### src/rtl/tht_pkg.sv
package tht_pkg;

  localparam int KEY_W     = 32;
  localparam int HANDLE_W  = 32;
  localparam int CMD_W     = 3;
  localparam int STATUS_W  = 2;
  localparam int OUT_CNT_W = 6;

  typedef enum logic [CMD_W-1:0] {
    CMD_ADD            = 3'd0,
    CMD_LOOKUP         = 3'd1,
    CMD_INVALIDATE     = 3'd2,
    CMD_INVALIDATE_ALL = 3'd3,
    CMD_CLEAR          = 3'd4
  } cmd_t;

  typedef enum logic [STATUS_W-1:0] {
    ST_OK       = 2'd0,
    ST_DISABLED = 2'd1,
    ST_FULL     = 2'd2
  } status_t;

  typedef enum logic [1:0] {
    S_IDLE,
    S_PICK,
    S_EXEC,
    S_DONE
  } state_t;

  typedef struct packed {
    logic capture;
    logic pick;
    logic exec;
    logic load;
  } ctrl_t;

endpackage

### src/rtl/tagged_handle_table.sv
// tagged_handle_table: associative key to handle table with per-slot valid bits
//
// input channel (in_valid / in_stall): one command with key and handle per
// transfer; commands are add, lookup, invalidate key, invalidate all, clear.
// result channel (out_valid / out_stall): exactly one result per command with
// status, hit, handle and the valid and used slot counts after the command.
// cfg_wr_en / cfg_wr_data write cache_enable (reset 1); write only when idle.
//
// a new command is taken only after the previous one has gone through the
// parallel key compare, first-match select, table update and the registered
// read of the handle ram; the input is stalled meanwhile.
// the next command is taken while a result waits in the output register; if
// the receiver keeps stalling, the block holds the finished command and
// stalls the input until the output register is free.
// reset (synchronous, rst_n low) empties the table, clears all valid bits,
// drops any pending result and sets cache_enable to 1. no clearing pass.
module tagged_handle_table
  import tht_pkg::*;
#(
  parameter int SLOTS = 32
) (
  input  logic                 clk,
  input  logic                 rst_n,
  input  logic                 cfg_wr_en,
  input  logic                 cfg_wr_data,
  input  logic                 in_valid,
  output logic                 in_stall,
  input  logic [CMD_W-1:0]     in_command,
  input  logic [KEY_W-1:0]     in_key,
  input  logic [HANDLE_W-1:0]  in_handle_in,
  output logic                 out_valid,
  input  logic                 out_stall,
  output logic [STATUS_W-1:0]  out_status,
  output logic                 out_hit,
  output logic [HANDLE_W-1:0]  out_handle_out,
  output logic [OUT_CNT_W-1:0] out_valid_count,
  output logic [OUT_CNT_W-1:0] out_used_count
);

  ctrl_t ctl;

  tht_ctrl u_ctrl (
    .clk       (clk),
    .rst_n     (rst_n),
    .in_valid  (in_valid),
    .in_stall  (in_stall),
    .out_valid (out_valid),
    .out_stall (out_stall),
    .ctl       (ctl)
  );

  tht_datapath #(
    .SLOTS (SLOTS)
  ) u_datapath (
    .clk             (clk),
    .rst_n           (rst_n),
    .ctl             (ctl),
    .cfg_wr_en       (cfg_wr_en),
    .cfg_wr_data     (cfg_wr_data),
    .in_command      (in_command),
    .in_key          (in_key),
    .in_handle_in    (in_handle_in),
    .out_status      (out_status),
    .out_hit         (out_hit),
    .out_handle_out  (out_handle_out),
    .out_valid_count (out_valid_count),
    .out_used_count  (out_used_count)
  );

endmodule

### src/rtl/tht_ram.sv
module tht_ram #(
  parameter int WIDTH = 32,
  parameter int DEPTH = 32
) (
  input  logic                     clk,
  input  logic                     we,
  input  logic [$clog2(DEPTH)-1:0] waddr,
  input  logic [WIDTH-1:0]         wdata,
  input  logic [$clog2(DEPTH)-1:0] raddr,
  output logic [WIDTH-1:0]         rdata
);

  logic [WIDTH-1:0] mem [DEPTH];

  always_ff @(posedge clk) begin
    if (we) begin
      mem[waddr] <= wdata;
    end
    rdata <= mem[raddr];
  end

endmodule

### src/rtl/tht_ctrl.sv
module tht_ctrl
  import tht_pkg::*;
(
  input  logic  clk,
  input  logic  rst_n,
  input  logic  in_valid,
  output logic  in_stall,
  output logic  out_valid,
  input  logic  out_stall,
  output ctrl_t ctl
);

  state_t state_r, state_nxt;
  logic   out_valid_r, out_valid_nxt;

  always_ff @(posedge clk) begin
    if (!rst_n) begin
      state_r     <= S_IDLE;
      out_valid_r <= 1'b0;
    end else begin
      state_r     <= state_nxt;
      out_valid_r <= out_valid_nxt;
    end
  end

  always_comb begin
    state_nxt     = state_r;
    out_valid_nxt = out_valid_r && out_stall;
    ctl           = '0;
    unique case (state_r)
      S_IDLE: begin
        if (in_valid) begin
          ctl.capture = 1'b1;
          state_nxt   = S_PICK;
        end
      end
      S_PICK: begin
        ctl.pick  = 1'b1;
        state_nxt = S_EXEC;
      end
      S_EXEC: begin
        ctl.exec  = 1'b1;
        state_nxt = S_DONE;
      end
      S_DONE: begin
        if (!out_valid_r || !out_stall) begin
          ctl.load      = 1'b1;
          out_valid_nxt = 1'b1;
          state_nxt     = S_IDLE;
        end
      end
      default: state_nxt = S_IDLE;
    endcase
  end

  assign in_stall  = (state_r != S_IDLE);
  assign out_valid = out_valid_r;

endmodule

### src/rtl/tht_datapath.sv
module tht_datapath
  import tht_pkg::*;
#(
  parameter int SLOTS = 32
) (
  input  logic                 clk,
  input  logic                 rst_n,
  input  ctrl_t                ctl,
  input  logic                 cfg_wr_en,
  input  logic                 cfg_wr_data,
  input  logic [CMD_W-1:0]     in_command,
  input  logic [KEY_W-1:0]     in_key,
  input  logic [HANDLE_W-1:0]  in_handle_in,
  output logic [STATUS_W-1:0]  out_status,
  output logic                 out_hit,
  output logic [HANDLE_W-1:0]  out_handle_out,
  output logic [OUT_CNT_W-1:0] out_valid_count,
  output logic [OUT_CNT_W-1:0] out_used_count
);

  localparam int IW = $clog2(SLOTS);
  localparam int CW = $clog2(SLOTS + 1);

  logic                 enable_r;
  logic [CMD_W-1:0]     cmd_r;
  logic [KEY_W-1:0]     key_r;
  logic [HANDLE_W-1:0]  hin_r;
  logic [SLOTS-1:0]     match_r;
  logic [SLOTS-1:0]     first_r;
  logic                 found_r;
  logic [KEY_W-1:0]     slot_key_r [SLOTS];
  logic [SLOTS-1:0]     valid_r, valid_nxt;
  logic [CW-1:0]        fill_r, fill_nxt;
  logic [CW-1:0]        vcnt_r, vcnt_nxt;
  logic [STATUS_W-1:0]  res_status_r, res_status_nxt;
  logic                 res_hit_r, res_hit_nxt;
  logic [STATUS_W-1:0]  o_status_r;
  logic                 o_hit_r;
  logic [HANDLE_W-1:0]  o_handle_r;
  logic [OUT_CNT_W-1:0] o_vcnt_r, o_fill_r;

  logic [SLOTS-1:0]     match_c;
  logic                 need_valid;
  logic [IW-1:0]        sel_idx;
  logic                 sel_valid;
  logic                 key_we;
  logic                 ram_we;
  logic [IW-1:0]        ram_waddr;
  logic [HANDLE_W-1:0]  ram_rdata;

  assign need_valid = (in_command == CMD_LOOKUP);

  always_comb begin
    for (int i = 0; i < SLOTS; i++) begin
      match_c[i] = (slot_key_r[i] == in_key) && (CW'(i) < fill_r) &&
                   (!need_valid || valid_r[i]);
    end
  end

  always_comb begin
    sel_idx = '0;
    for (int i = 0; i < SLOTS; i++) begin
      if (first_r[i]) begin
        sel_idx = sel_idx | IW'(i);
      end
    end
  end

  assign sel_valid = |(first_r & valid_r);

  always_comb begin
    valid_nxt      = valid_r;
    fill_nxt       = fill_r;
    vcnt_nxt       = vcnt_r;
    res_status_nxt = ST_OK;
    res_hit_nxt    = 1'b0;
    key_we         = 1'b0;
    ram_we         = 1'b0;
    ram_waddr      = found_r ? sel_idx : fill_r[IW-1:0];
    if (ctl.exec) begin
      unique case (cmd_r)
        CMD_ADD: begin
          if (!enable_r) begin
            res_status_nxt = ST_DISABLED;
          end else if (fill_r == CW'(SLOTS)) begin
            res_status_nxt = ST_FULL;
          end else if (found_r) begin
            ram_we    = 1'b1;
            valid_nxt = valid_r | first_r;
            if (!sel_valid) begin
              vcnt_nxt = vcnt_r + CW'(1);
            end
          end else begin
            ram_we                      = 1'b1;
            key_we                      = 1'b1;
            valid_nxt[fill_r[IW-1:0]]   = 1'b1;
            fill_nxt                    = fill_r + CW'(1);
            vcnt_nxt                    = vcnt_r + CW'(1);
          end
        end
        CMD_LOOKUP: begin
          res_hit_nxt = enable_r && found_r;
        end
        CMD_INVALIDATE: begin
          if (found_r && sel_valid) begin
            valid_nxt = valid_r & ~first_r;
            vcnt_nxt  = vcnt_r - CW'(1);
          end
        end
        CMD_INVALIDATE_ALL: begin
          valid_nxt = '0;
          vcnt_nxt  = '0;
        end
        CMD_CLEAR: begin
          valid_nxt = '0;
          vcnt_nxt  = '0;
          fill_nxt  = '0;
        end
        default: ;
      endcase
    end
  end

  always_ff @(posedge clk) begin
    if (!rst_n) begin
      enable_r <= 1'b1;
      valid_r  <= '0;
      fill_r   <= '0;
      vcnt_r   <= '0;
    end else begin
      if (cfg_wr_en) begin
        enable_r <= cfg_wr_data;
      end
      valid_r <= valid_nxt;
      fill_r  <= fill_nxt;
      vcnt_r  <= vcnt_nxt;
    end
  end

  always_ff @(posedge clk) begin
    if (ctl.capture) begin
      cmd_r   <= in_command;
      key_r   <= in_key;
      hin_r   <= in_handle_in;
      match_r <= match_c;
    end
    if (ctl.pick) begin
      first_r <= match_r & (~match_r + SLOTS'(1));
      found_r <= |match_r;
    end
    if (ctl.exec) begin
      res_status_r <= res_status_nxt;
      res_hit_r    <= res_hit_nxt;
    end
    if (ctl.load) begin
      o_status_r <= res_status_r;
      o_hit_r    <= res_hit_r;
      o_handle_r <= res_hit_r ? ram_rdata : '0;
      o_vcnt_r   <= OUT_CNT_W'(vcnt_r);
      o_fill_r   <= OUT_CNT_W'(fill_r);
    end
    for (int i = 0; i < SLOTS; i++) begin
      if (key_we && fill_r == CW'(i)) begin
        slot_key_r[i] <= key_r;
      end
    end
  end

  tht_ram #(
    .WIDTH (HANDLE_W),
    .DEPTH (SLOTS)
  ) u_handle_ram (
    .clk   (clk),
    .we    (ram_we),
    .waddr (ram_waddr),
    .wdata (hin_r),
    .raddr (sel_idx),
    .rdata (ram_rdata)
  );

  assign out_status      = o_status_r;
  assign out_hit         = o_hit_r;
  assign out_handle_out  = o_handle_r;
  assign out_valid_count = o_vcnt_r;
  assign out_used_count  = o_fill_r;

endmodule

### config.mk
export PLATFORM = sky130hd
export DESIGN_NAME = tagged_handle_table
export DESIGN_NICKNAME = d
export VERILOG_FILES = /design/src/rtl/tht_pkg.sv /design/src/rtl/tagged_handle_table.sv /design/src/rtl/tht_ram.sv /design/src/rtl/tht_ctrl.sv /design/src/rtl/tht_datapath.sv
export SDC_FILE = /design/constraint.sdc
export NUM_CORES = 2
export LEC_CHECK = 0
export BUFFER_PORTS_ARGS = -buffer_cell sky130_fd_sc_hd__buf_2
export CORE_MARGIN = 4
export CORE_UTILIZATION = 50
export CTS_BUF_LIST = sky130_fd_sc_hd__clkbuf_4 sky130_fd_sc_hd__clkbuf_8 sky130_fd_sc_hd__clkbuf_16
export DETAILED_ROUTE_END_ITERATION = 8
export PLACE_DENSITY = 0.76
export REMOVE_ABC_BUFFERS = 1
export SLEW_MARGIN = 30
export SYNTH_ARGS = -nofsm -noshare
export SYNTH_HDL_FRONTEND = slang
export SYNTH_SLANG_ARGS = --single-unit
### constraint.sdc
create_clock -name clk -period 6.11 [get_ports clk]
set_clock_uncertainty 0.2 [all_clocks]
set_input_delay 1.222 -clock clk [delete_from_list [all_inputs] [get_ports clk]]
set_output_delay 1.222 -clock clk [all_outputs]
set_load 0.02 [all_outputs]
==> results.json <==
{
  "status": "finished clean",
  "tritoncts_num_sinks": 2310,
  "combPwrFrac": 0.077,
  "switchingPower_uw": 8570,
  "peakVddDrop_mv": 0.287,
  "arrival_ns": 4.86,
  "ios": 122,
  "hold_buffers": 0,
  "hp-class": "reg -> reg",
  "grt_pass1_vias": 56000,
  "synth_cells": 6431,
  "period_share": 0.752,
  "drive_gt1_frac": 0.123,
  "final_common_cell": "edfxtp_1",
  "cpPeakStageDelay_ns": 0.65,
  "slew_headroom": 0.260,
  "crit_family": "simple AND/OR/NAND/NOR gates",
  "ys_ff_latch": 2310,
  "ys.flop_type": "edfxtp_1",
  "syn_avg_cell_area_um2": 14.5,
  "die_w_um": 440,
  "ys_seq_area_frac": 0.734,
  "clkSlewWorstSetupHoldPaths_ns": 0.06,
  "drcViolationCount": 0,
  "p_leak_uw": 0.0356,
  "gr-usage-all-layers": 0.279,
  "internal_power_uw": 26500,
  "hold_violations": 0,
  "p_per_area_nw_per_um2": 330,
  "tightest_slew_ns": 1.11,
  "cts_tree": "done",
  "cts_max_level": 4,
  "die_area_um2": 194000,
  "ys_warn_count": 0,
  "grt_pass1_wl_um": 393000,
  "finalSetupViolations": 0,
  "gp_congestion": 0.892,
  "drv_slew": 0,
  "finalCriticalPeriod_ns": 4.60,
  "cp.required_ns": 6.38,
  "wl_per_cell_um": 29.5,
  "clock_path_buffers": 3,
  "critPathLaunchType": "flop",
  "numPortBuffers": 121,
  "path_max_fanout": 23,
  "p_seq_frac": 0.537,
  "dr.pass1.iters": 6,
  "endpoint_kind": "flop",
  "clkPwrFrac": 0.387,
  "syn_area_um2": 93400,
  "layout_common_cells": "edfxtp_1 (2230), nand2_1 (926), xor2_1 (780), nand3_1 (532), xnor2_1 (251)",
  "die_h_um": 440,
  "gr-total-overflow": 0,
  "vias_per_cell": 6.27,
  "p_sw_frac": 0.244,
  "postCtsSetupBuffers": 0,
  "final_nets": 6754,
  "placeableCoreArea_um2": 186000,
  "rows": 158,
  "synth_async_sr_flop_share": 0,
  "crit_buf_inv": 2,
  "max_cap_viol_count": 0,
  "utilization": 0.573,
  "syn2layout_area_growth_pct": 13.9,
  "synth_cell_type_count": 72,
  "num_vias": 58500,
  "clk_latency_ns": 0.88,
  "drt_iter0_markers": 9447,
  "ant_nets": 0,
  "synth_enable_flop_cells": 2230,
  "cts_buffers": 222,
  "final.setup.tns_ns": 0,
  "grt_max_degree": 185,
  "critPathKind": "reg -> reg",
  "rsz0062_at_grt": "no",
  "totalWireLength_um": 276000,
  "fmax_mhz": 218,
  "antenna_found_initial": 15,
  "cts_root_buf": "clkbuf_16",
  "crit_chain": "inv_1, ha_1, a41oi_1, and2_1, nand2_1, nor2_4, buf_4",
  "start_util": 0.503,
  "slowest_stage": "dfxtp_1",
  "place_hpwl_um": 166000,
  "ctsResizeCount": 0
}
==> cell type report <==
cell class / count / area [µm²]
Fill cell: 13700 / 79300
Timing Repair Buffer: 391 / 3650
Inverter: 19 / 71.3
Clock buffer: 299 / 6180
Multi-Input combinational cell: 3723 / 23700
Sequential cell: 2310 / 68600
Clock inverter: 111 / 1060
Antenna cell: 6 / 15.0
Tap cell: 2480 / 3100
==> layer usage <==
| metal | vias to the layer above | track usage | part of all wire |
|---|---|---|---|
| met1 | 29100 | 0.372 | 0.35 |
| met4 | 4 | 0.123 | 0.051 |
| met5 | - | 0 | 0.000098 |
| met3 | 714 | 0.0617 | 0.13 |
| met2 | 4433 | 0.443 | 0.47 |
| li1 | 24200 | - | - |
==> Yosys cell counts (all sizes together), types with 6 or more instances <==
cell | n | area, µm²
mux2i | 102 | 1020
and3 | 16 | 100
o21ai | 51 | 255
o211ai | 34 | 255
a211oi | 9 | 67.6
inv | 17 | 63.8
or3 | 37 | 231
nor2b | 8 | 50.1
a22oi | 34 | 255
nand2 | 929 | 3490
ha | 13 | 163
nand2b | 6 | 37.5
nor4b | 6 | 58.8
clkbuf | 230 | 863
nand3 | 532 | 2660
nor3 | 46 | 235
a31oi | 36 | 225
o22ai | 35 | 219
or4 | 7 | 60.1
xor2 | 780 | 6830
edfxtp | 2230 | 67000
a32oi | 32 | 280
a21oi | 59 | 295
buf | 149 | 617
nor4 | 223 | 1440
xnor2 | 251 | 2200
nor2 | 134 | 508
and2 | 40 | 250
dfxtp | 80 | 1600
o2111ai | 8 | 70.1
nand4 | 226 | 1410
nor3b | 10 | 75.1
==> registers in the layout, indices dropped and copies added (netlist names), 3 cells and up <==
| name | count |
|---|---|
| u_datapath.cmd_r | 3 |
| u_datapath.fill_r | 6 |
| u_datapath.first_r | 32 |
| u_datapath.hin_r | 32 |
| u_datapath.key_r | 32 |
| u_datapath.match_r | 32 |
| u_datapath.out_handle_out | 32 |
| u_datapath.out_used_count | 6 |
| u_datapath.out_valid_count | 6 |
| u_datapath.slot_key_r | 1024 |
| u_datapath.u_handle_ram.mem | 1024 |
| u_datapath.u_handle_ram.rdata | 32 |
| u_datapath.valid_r | 32 |
| u_datapath.vcnt_r | 6 |
==> cell families after synthesis <==
logic type	count (synthesis)	share of synthesized area
simple gates	2238	0.115
fa+ha+maj	14	0.00196
buf+inv	398	0.0166
compound gates	338	0.0244
mux	102	0.0109
xor+xnor	1031	0.0967
flops	2310	0.734
==> worst paths after layout <==
kind,start,to,slack (ns),cells after the start
worst max-delay path,u_datapath.fill_r[1],u_datapath.u_handle_ram.mem[11][25],1.51,7
worst min-delay path,u_datapath.res_status_r[1],u_datapath.out_status[1],0.22,0
worst max register to register,u_datapath.fill_r[1],u_datapath.u_handle_ram.mem[11][25],1.51,7
worst min register to register,u_datapath.res_status_r[1],u_datapath.out_status[1],0.22,0
==> through the flow <==
stage / instance area, µm² / cells / worst slack [ns] / hold WS [ns] / power (µW)
6_report: 106000 / 9339 / 1.51 / 0.220 / 35100
4_1_cts: 106000 / 9328 / 1.65 / 0.221 / 35000
5_1_grt: 106000 / 9336 / 1.47 / 0.222 / 35900
3_3_place_gp: 97800 / 8871 / 1.63 / 0.206 / 21700
2_1_floorplan: 91900 / 6052 / -10.23 / 0.200 / 19900
3_5_place_dp: 99000 / 8918 / 1.78 / 0.206 / 21700
==> power by group through the flow <==
stage | logic, µW | registers [µW] | clock network, µW
floorplan | 634 | 19300 | 0
global placement | 2450 | 19200 | 0
detailed placement | 2560 | 19200 | 0
CTS | 2570 | 18900 | 13600
global route | 2740 | 18800 | 14300
finish | 2690 | 18800 | 13600
No activity file was read; power rests on OpenSTA's default activity.
